**src/rtl/i2r_pkg.sv**
```systemverilog
`timescale 1ns / 1ps

package i2r_pkg;

  // ASCII codes of the Roman symbols
  localparam logic [6:0] SYM_NONE = 7'h00;
  localparam logic [6:0] SYM_I    = 7'h49;
  localparam logic [6:0] SYM_V    = 7'h56;
  localparam logic [6:0] SYM_X    = 7'h58;
  localparam logic [6:0] SYM_L    = 7'h4C;
  localparam logic [6:0] SYM_C    = 7'h43;
  localparam logic [6:0] SYM_D    = 7'h44;
  localparam logic [6:0] SYM_M    = 7'h4D;

  localparam logic [11:0] MAX_VALUE = 12'd3999;

  // decimal places, most significant first
  localparam int unsigned NUM_PLACES = 4;
  localparam logic [1:0] PLACE_THOUSANDS = 2'd0;
  localparam logic [1:0] PLACE_HUNDREDS  = 2'd1;
  localparam logic [1:0] PLACE_TENS      = 2'd2;
  localparam logic [1:0] PLACE_UNITS     = 2'd3;

  typedef logic [3:0] digit_t;

  // one classified item handed from the front to the back
  typedef struct packed {
    logic                         err;
    logic [NUM_PLACES-1:0][3:0]   dig;
  } entry_t;

  typedef enum logic [1:0] {
    FE_IDLE,
    FE_DIGIT,
    FE_PUSH
  } fe_state_t;

  // k times the weight of a decimal place
  function automatic logic [13:0] place_mult(input logic [1:0] p, input digit_t k);
    logic [13:0] w;
    case (p)
      PLACE_THOUSANDS: w = 14'd1000;
      PLACE_HUNDREDS:  w = 14'd100;
      PLACE_TENS:      w = 14'd10;
      default:         w = 14'd1;
    endcase
    return 14'({10'd0, k} * w);
  endfunction

  // number of symbols a decimal digit takes
  function automatic logic [2:0] digit_len(input digit_t d);
    case (d)
      4'd0:    return 3'd0;
      4'd1:    return 3'd1;
      4'd2:    return 3'd2;
      4'd3:    return 3'd3;
      4'd4:    return 3'd2;
      4'd5:    return 3'd1;
      4'd6:    return 3'd2;
      4'd7:    return 3'd3;
      4'd8:    return 3'd4;
      4'd9:    return 3'd2;
      default: return 3'd0;
    endcase
  endfunction

  // symbol number k of digit d at place p
  function automatic logic [6:0] roman_sym(input logic [1:0] p, input digit_t d,
                                           input logic [1:0] k);
    logic [6:0] one_s;
    logic [6:0] five_s;
    logic [6:0] ten_s;
    logic [6:0] s;
    case (p)
      PLACE_THOUSANDS: begin
        one_s = SYM_M; five_s = SYM_NONE; ten_s = SYM_NONE;
      end
      PLACE_HUNDREDS: begin
        one_s = SYM_C; five_s = SYM_D; ten_s = SYM_M;
      end
      PLACE_TENS: begin
        one_s = SYM_X; five_s = SYM_L; ten_s = SYM_C;
      end
      default: begin
        one_s = SYM_I; five_s = SYM_V; ten_s = SYM_X;
      end
    endcase
    case (d) inside
      [4'd0:4'd3]: s = one_s;
      4'd4:        s = (k == 2'd0) ? one_s : five_s;
      [4'd5:4'd8]: s = (k == 2'd0) ? five_s : one_s;
      default:     s = (k == 2'd0) ? one_s : ten_s;
    endcase
    return s;
  endfunction

endpackage

```
**src/rtl/i2r_front.sv**
```systemverilog
`timescale 1ns / 1ps

module i2r_front (
  input  logic               clk,
  input  logic               rst,
  input  logic               push,
  output logic               full,
  input  logic [11:0]        value,
  output logic               wr_en,
  input  logic               q_full,
  output i2r_pkg::entry_t    wr_data
);

  i2r_pkg::fe_state_t state;
  i2r_pkg::fe_state_t state_next;

  logic [11:0] rem;
  logic [1:0]  place;
  logic        err;
  logic [i2r_pkg::NUM_PLACES-1:0][3:0] dig;

  logic [3:0]  digit;
  logic [13:0] digit_weight;
  logic        accept;

  // count how many multiples of the place weight fit in the remainder
  always_comb begin
    digit = 4'd0;
    for (int k = 1; k <= 9; k++) begin
      if ({2'b00, rem} >= i2r_pkg::place_mult(place, 4'(k))) begin
        digit = digit + 4'd1;
      end
    end
    digit_weight = i2r_pkg::place_mult(place, digit);
  end

  assign accept = push && !full;

  always_ff @(posedge clk) begin
    if (rst) begin
      state <= i2r_pkg::FE_IDLE;
    end else begin
      state <= state_next;
    end
  end

  always_comb begin
    state_next = state;
    full       = 1'b1;
    wr_en      = 1'b0;
    case (state)
      i2r_pkg::FE_IDLE: begin
        full = 1'b0;
        if (push) begin
          if (value == 12'd0 || value > i2r_pkg::MAX_VALUE) begin
            state_next = i2r_pkg::FE_PUSH;
          end else begin
            state_next = i2r_pkg::FE_DIGIT;
          end
        end
      end
      i2r_pkg::FE_DIGIT: begin
        if (place == i2r_pkg::PLACE_UNITS) begin
          state_next = i2r_pkg::FE_PUSH;
        end
      end
      i2r_pkg::FE_PUSH: begin
        if (!q_full) begin
          wr_en      = 1'b1;
          state_next = i2r_pkg::FE_IDLE;
        end
      end
      default: state_next = i2r_pkg::FE_IDLE;
    endcase
  end

  // take the value apart one decimal place per cycle
  always_ff @(posedge clk) begin
    if (accept) begin
      rem   <= value;
      place <= i2r_pkg::PLACE_THOUSANDS;
      err   <= (value == 12'd0) || (value > i2r_pkg::MAX_VALUE);
    end else if (state == i2r_pkg::FE_DIGIT) begin
      dig[place] <= digit;
      rem        <= rem - digit_weight[11:0];
      place      <= place + 2'd1;
    end
  end

  assign wr_data.err = err;
  assign wr_data.dig = dig;

endmodule

```
**src/rtl/i2r_queue.sv**
```systemverilog
`timescale 1ns / 1ps

module i2r_queue #(
  parameter int unsigned DEPTH = 2
) (
  input  logic               clk,
  input  logic               rst,
  input  logic               wr_en,
  input  i2r_pkg::entry_t    wr_data,
  output logic               full,
  input  logic               rd_en,
  output i2r_pkg::entry_t    rd_data,
  output logic               empty
);

  localparam int unsigned AW = (DEPTH > 1) ? $clog2(DEPTH) : 1;
  localparam int unsigned CW = $clog2(DEPTH + 1);
  localparam logic [AW-1:0] LAST_SLOT = AW'(DEPTH - 1);
  localparam logic [CW-1:0] FULL_COUNT = CW'(DEPTH);

  i2r_pkg::entry_t mem [DEPTH];
  logic [AW-1:0] wr_ptr;
  logic [AW-1:0] rd_ptr;
  logic [CW-1:0] count;

  assign full    = (count == FULL_COUNT);
  assign empty   = (count == '0);
  assign rd_data = mem[rd_ptr];

  always_ff @(posedge clk) begin
    if (wr_en) begin
      mem[wr_ptr] <= wr_data;
    end
  end

  always_ff @(posedge clk) begin
    if (rst) begin
      wr_ptr <= '0;
      rd_ptr <= '0;
      count  <= '0;
    end else begin
      if (wr_en) begin
        wr_ptr <= (wr_ptr == LAST_SLOT) ? '0 : wr_ptr + AW'(1);
      end
      if (rd_en) begin
        rd_ptr <= (rd_ptr == LAST_SLOT) ? '0 : rd_ptr + AW'(1);
      end
      if (wr_en && !rd_en) begin
        count <= count + CW'(1);
      end else if (rd_en && !wr_en) begin
        count <= count - CW'(1);
      end
    end
  end

`ifndef NO_ASSERTIONS
  a_no_overflow: assert property (@(posedge clk) disable iff (rst)
    wr_en |-> !full) else $error("queue written while full");
  a_no_underflow: assert property (@(posedge clk) disable iff (rst)
    rd_en |-> !empty) else $error("queue read while empty");
  a_count_grows: assert property (@(posedge clk) disable iff (rst)
    (wr_en && !rd_en) |=> count == $past(count) + CW'(1))
    else $error("queue count did not advance on write");
`endif

endmodule

```
**src/rtl/i2r_back.sv**
```systemverilog
`timescale 1ns / 1ps

module i2r_back (
  input  logic               clk,
  input  logic               rst,
  input  i2r_pkg::entry_t    rd_data,
  input  logic               q_empty,
  output logic               rd_en,
  output logic               empty,
  input  logic               pop,
  output logic [6:0]         symbol,
  output logic               last,
  output logic               error
);

  logic       started;
  logic [1:0] p;
  logic [1:0] k;
  logic       out_valid;

  logic [3:0] nz;
  logic [1:0] first_nz;
  logic [1:0] cur_p;
  logic [1:0] next_p;
  logic       more;
  logic [3:0] d;
  logic [2:0] len;
  logic       k_last;
  logic       emit;
  logic       emit_last;
  logic [6:0] emit_sym;

  always_comb begin
    for (int i = 0; i < i2r_pkg::NUM_PLACES; i++) begin
      nz[i] = (rd_data.dig[i] != 4'd0);
    end
    first_nz = 2'd0;
    for (int i = i2r_pkg::NUM_PLACES - 1; i >= 0; i--) begin
      if (nz[i]) begin
        first_nz = 2'(i);
      end
    end
    cur_p  = started ? p : first_nz;
    more   = 1'b0;
    next_p = cur_p;
    for (int i = i2r_pkg::NUM_PLACES - 1; i >= 0; i--) begin
      if (nz[i] && 2'(i) > cur_p) begin
        more   = 1'b1;
        next_p = 2'(i);
      end
    end
    d      = rd_data.dig[cur_p];
    len    = i2r_pkg::digit_len(d);
    k_last = ({1'b0, k} + 3'd1 == len);
    if (rd_data.err) begin
      emit_sym  = i2r_pkg::SYM_NONE;
      emit_last = 1'b1;
    end else begin
      emit_sym  = i2r_pkg::roman_sym(cur_p, d, k);
      emit_last = k_last && !more;
    end
  end

  // a queued symbol enters the output register when it is free or drained
  assign emit  = !q_empty && (!out_valid || pop);
  assign rd_en = emit && emit_last;
  assign empty = !out_valid;

  always_ff @(posedge clk) begin
    if (rst) begin
      started   <= 1'b0;
      p         <= 2'd0;
      k         <= 2'd0;
      out_valid <= 1'b0;
    end else begin
      if (emit) begin
        out_valid <= 1'b1;
        if (emit_last) begin
          started <= 1'b0;
          k       <= 2'd0;
        end else if (k_last) begin
          started <= 1'b1;
          p       <= next_p;
          k       <= 2'd0;
        end else begin
          started <= 1'b1;
          p       <= cur_p;
          k       <= k + 2'd1;
        end
      end else if (pop) begin
        out_valid <= 1'b0;
      end
    end
  end

  always_ff @(posedge clk) begin
    if (emit) begin
      symbol <= emit_sym;
      last   <= emit_last;
      error  <= rd_data.err;
    end
  end

`ifndef NO_ASSERTIONS
  a_error_beat: assert property (@(posedge clk) disable iff (rst)
    (out_valid && error) |-> (last && symbol == i2r_pkg::SYM_NONE))
    else $error("error beat is not a single empty symbol");
  a_entry_done: assert property (@(posedge clk) disable iff (rst)
    rd_en |=> (!started && k == 2'd0 && last))
    else $error("entry released without its final beat");
`endif

endmodule

```
**src/rtl/integer_to_roman_numeral_encoder.sv**
```systemverilog
`timescale 1ns / 1ps

// Channel   Direction  Handshake          Payload
// input     in         push / full        value[11:0]
// result    out        pop / empty        symbol[6:0], last, error
//
// One input beat yields one result beat per Roman character, 1 to 15 beats,
// one per cycle while pop keeps up; the longest numeral (3888) gives 15.
// The front end accepts the value, splits it into decimal digits
// (one place per cycle) and queues it once the queue has room.
// Zero or values above 3999 give a single beat with error set and symbol 0;
// they skip the split, so the front goes from accepting straight to queueing.
// Reset (rst, synchronous) empties the queue and the output register.
// Full stays high while the front works on an item and while it holds a
// finished item for a full queue. A stalled result (pop low) holds the back
// end; the front keeps filling the queue until it is full.
module integer_to_roman_numeral_encoder #(
  parameter int unsigned QUEUE_DEPTH = 2
) (
  input  logic        clk,
  input  logic        rst,
  input  logic        push,
  output logic        full,
  input  logic [11:0] value,
  output logic        empty,
  input  logic        pop,
  output logic [6:0]  symbol,
  output logic        last,
  output logic        error
);

  // classified items travel between front and back through this queue
  i2r_pkg::entry_t wr_data;
  i2r_pkg::entry_t rd_data;
  logic            wr_en;
  logic            q_full;
  logic            rd_en;
  logic            q_empty;

  // front: accept, range check, split into thousands/hundreds/tens/units
  i2r_front u_front (
    .clk     (clk),
    .rst     (rst),
    .push    (push),
    .full    (full),
    .value   (value),
    .wr_en   (wr_en),
    .q_full  (q_full),
    .wr_data (wr_data)
  );

  // decouple digit extraction from symbol emission
  i2r_queue #(
    .DEPTH (QUEUE_DEPTH)
  ) u_queue (
    .clk     (clk),
    .rst     (rst),
    .wr_en   (wr_en),
    .wr_data (wr_data),
    .full    (q_full),
    .rd_en   (rd_en),
    .rd_data (rd_data),
    .empty   (q_empty)
  );

  // back: walk nonzero digits, one symbol per unstalled cycle into output reg
  i2r_back u_back (
    .clk     (clk),
    .rst     (rst),
    .rd_data (rd_data),
    .q_empty (q_empty),
    .rd_en   (rd_en),
    .empty   (empty),
    .pop     (pop),
    .symbol  (symbol),
    .last    (last),
    .error   (error)
  );

endmodule
```
**config.mk**
```make
export PLATFORM = sky130hd
export DESIGN_NAME = integer_to_roman_numeral_encoder
export DESIGN_NICKNAME = d
export VERILOG_FILES = /design/src/rtl/i2r_pkg.sv /design/src/rtl/i2r_front.sv /design/src/rtl/i2r_queue.sv /design/src/rtl/i2r_back.sv /design/src/rtl/integer_to_roman_numeral_encoder.sv
export SDC_FILE = /design/constraint.sdc
export NUM_CORES = 1
export LEC_CHECK = 0
export ABC_AREA = 0
export BUFFER_PORTS_ARGS = -buffer_cell sky130_fd_sc_hd__buf_2
export CAP_MARGIN = 20
export CORE_MARGIN = 4
export CORE_UTILIZATION = 67
export DETAILED_ROUTE_END_ITERATION = 10
export GPL_ROUTABILITY_DRIVEN = 0
export GPL_TIMING_DRIVEN = 0
export HOLD_SLACK_MARGIN = 0.08
export PLACE_DENSITY = 0.85
export REMOVE_ABC_BUFFERS = 1
export SYNTH_ARGS = -nofsm -noshare
export SYNTH_HDL_FRONTEND = slang
export SYNTH_HIERARCHICAL = 1
export SYNTH_SLANG_ARGS = --single-unit
```
**constraint.sdc**
```tcl
create_clock -name clk -period 18.6 [get_ports clk]
set_clock_uncertainty 0.2 [all_clocks]
set_input_delay 0.93 -clock clk [delete_from_list [all_inputs] [get_ports clk]]
set_output_delay 0.93 -clock clk [all_outputs]
set_load 0.1 [all_outputs]
```
==> summary.txt <==
layout cells sized above 1: 12.5%
Port Buffer Count: 25
initial DRC count: 481
antenna violations before repair: 0
Placement Cell Area: 0.00827 mm2
DIE WIDTH: 118 um
DRC viols: 0
Die Y: 118 um
cell mode on critical path: ha_1
Final Instance Area: 0.00862 mm2
Crit Path Class: register to register
die footprint: 0.0138 mm2
Post-DRT Antenna Nets: 0
Worst Max-Slew Pin Slew: 1.07 ns
Post-Syn Instances: 838
number of hold buffers added after cts: 0
post-synthesis xor/xnor area fraction: 3.08%
Starting Density: 69.3%
PostCTS Resize Cnt: 0
Routed WL: 18400 um
area delta synth->final: 7.07%
Worst setup SP type: register
RSZ-0062 raised after global routing: no
Yosys reg bits: 86
H-Tree Depth: 3
nets: 996
syn_area_per_cell: 9.61 um2
core area: 0.0116 mm2
outcome: completed
largest family of logic cells by synthesized area: adder cells
total gr overflow: 0
worst reg2reg path depth: 49
CTS buffer count: 9
Seq/Total Area, Yosys: 30.2%
DR vias: 6497
hold_ws: 0.245 ns
CTS Sinks: 86
Setup Viol. Count Final: 0
largest net degree at the start of global routing: 24
reg2reg end: u_front/rem[11]
FP Rows: 39
crit path capture type: register
complex-gate fraction of the synthesized area: 17.7%
Slew HR: 28.1%
crit path to: u_front/rem[11]
TritonRoute pass-1 iters: 6
IO Count: 27
routed vias/inst: 6.45
commonest non-fill, non-tap cell in the layout: ha_1
yosys warns: 6
vias in the first global route: 6556
commonest non-fill, non-tap cells in the layout: ha_1 (100), inv_1 (90), edfxtp_1 (71)
Synth Area in Adders: 20.9%
minimum clock period: 12.87 ns
post-synth top area share: 26.5%
CTS max path bufs: 2
postcts setup bufs: 0
final hold violations: 0
ant diodes: 0
Routed wire per std cell: 18.3 um
Slew Limit Fails: 0
Worst-path clk slew: 0.07 ns
max cap viols: 0
Data arrival, critical path: 12.86 ns
GRT Resource Usage Total: 26.6%
post-synthesis simple-gate area fraction: 16.3%
clock root buffer: clkbuf_16
Fillers: 829
critical path peak fanout: 15
first-pass GRT wire length: 30500 um
mux contribution to synthesized area: 6.32%
Worst setup startpoint: u_front/place[1]
TritonCTS clock tree: done
Primary FF master, synth: edfxtp_1
Netlist cell types: 90
R2R Path Start: u_front/place[1]
FFs w/ async S/R, synth: 0%
Post-synth EDFFs: 71
DP Wirelength: 14200 um
cell taking the most area after synthesis: edfxtp_1
later-pin clock latency in the skew report: 0.34 ns
Setup TNS: 0 ns
Synth Cell Area: 0.00805 mm2
final core area utilization: 74.2%
Synth area leaders: edfxtp_1 (26%), ha_1 (16%), fa_1 (5.2%)
CP Data Required Time: 18.59 ns
CP max stage delay: 0.83 ns
setup slack, reg-to-reg: 5.73 ns
Slowest cell on crit path: xnor2_1
post-route clock period utilization: 69.2%
Max Clk Rate: 0.0777 GHz
Hold Path Class: register to register
[cells by family (layout without fill, tap and decap cells)]
logic type,count (synthesis),in the layout
DFF,86,86
AOI/OAI and AO/OA,199,199
and+or+nand+nor,252,252
xor gates and xnor gates,24,24
buffers and inverters,108,134
muxes,46,46
other,1,1
adders and majority gates,122,122
[through the flow]
step / instances / setup WS, ns
final: 1007 / 5.73
after global routing: 1007 / 4.75
after floorplan: 821 / 7.64
after detailed placement: 990 / 5.95
after CTS: 1006 / 5.84
after global placement: 989 / 6.30
[synth_stat cells, drive strengths merged (4+ instances only)]
master,instances
ha,100
inv,91
edfxtp,71
nor2,64
nand2,52
o21ai,48
a21oi,43
mux2,26
nor3,25
fa,21
mux2i,20
xnor2,18
nand3,17
and2,16
dfxtp,15
a21o,14
and3,13
o31ai,13
a22oi,11
a211oi,10
nand2b,10
buf,9
nor2b,9
a211o,8
clkbuf,8
nand4,7
nor4,7
o21a,7
or2,7
or3,7
a31oi,6
a21boi,5
or4,5
a221oi,4
nand3b,4
nor3b,4
o31a,4
xor2,4
[state kept, by name, indices dropped and copies added (netlist names), named ones only]
signal	flops
u_queue/rd_ptr	1
u_back/symbol	6
u_back/last	1
u_back/out_valid	1
u_front/rem	12
u_queue/wr_ptr	1
u_front/place	2
u_front/err	1
u_back/started	1
u_back/p	2
u_front/wr_data	16
u_back/k	2
u_back/error	1
u_queue/count	2
u_front/state	2
u_queue/mem	34
[worst max-delay path, delay by kind of cell (launching register included)]
kind                       cells  cell delay (ns)
adders and majority gates     13             4.76
AOI/OAI and AO/OA             17             3.47
muxes                          3             0.73
DFF                            1             0.71
buffers and inverters          3             0.15
xor gates and xnor gates       1             0.83
and+or+nand+nor               12             1.87
[layout make-up]
type | instances | area, um2 | area share (%)
multi-input combinational | 644 | 5180 | 60.1
sequential | 86 | 2430 | 28.2
clock buffer | 9 | 225 | 2.61
clock inverter | 7 | 115 | 1.34
timing repair buffer | 27 | 144 | 1.67
tap | 143 | 179 | 2.08
inverter | 91 | 342 | 3.96
[layer usage]
metal / share of wire [%] / global-route usage, % / vias up
li1: - / - / 3103
met1: 40 / 31.4 / 3095
met2: 51 / 47.4 / 231
met3: 5.2 / 3.94 / 68
met4: 4.2 / 12.7 / 0
met5: 0 / 0 / -
[worst min path at each step]
stage / cells past startpoint / start / end / slack (ns)
after CTS: 0 / u_front/wr_data[12] / u_queue/mem[1][12] / 0.25
after detailed placement: 0 / u_front/wr_data[11] / u_queue/mem[1][11] / 0.23
after global routing: 0 / u_front/wr_data[11] / u_queue/mem[1][11] / 0.25
after floorplan: 0 / u_front/wr_data[0] / u_queue/mem[0][0] / 0.22
after global placement: 0 / u_front/wr_data[9] / u_queue/mem[0][9] / 0.22
final: 0 / u_front/wr_data[12] / u_queue/mem[1][12] / 0.24
Power is not shown: default switching activity piles up to over one toggle a cycle in this logic, so the estimate is an artifact.
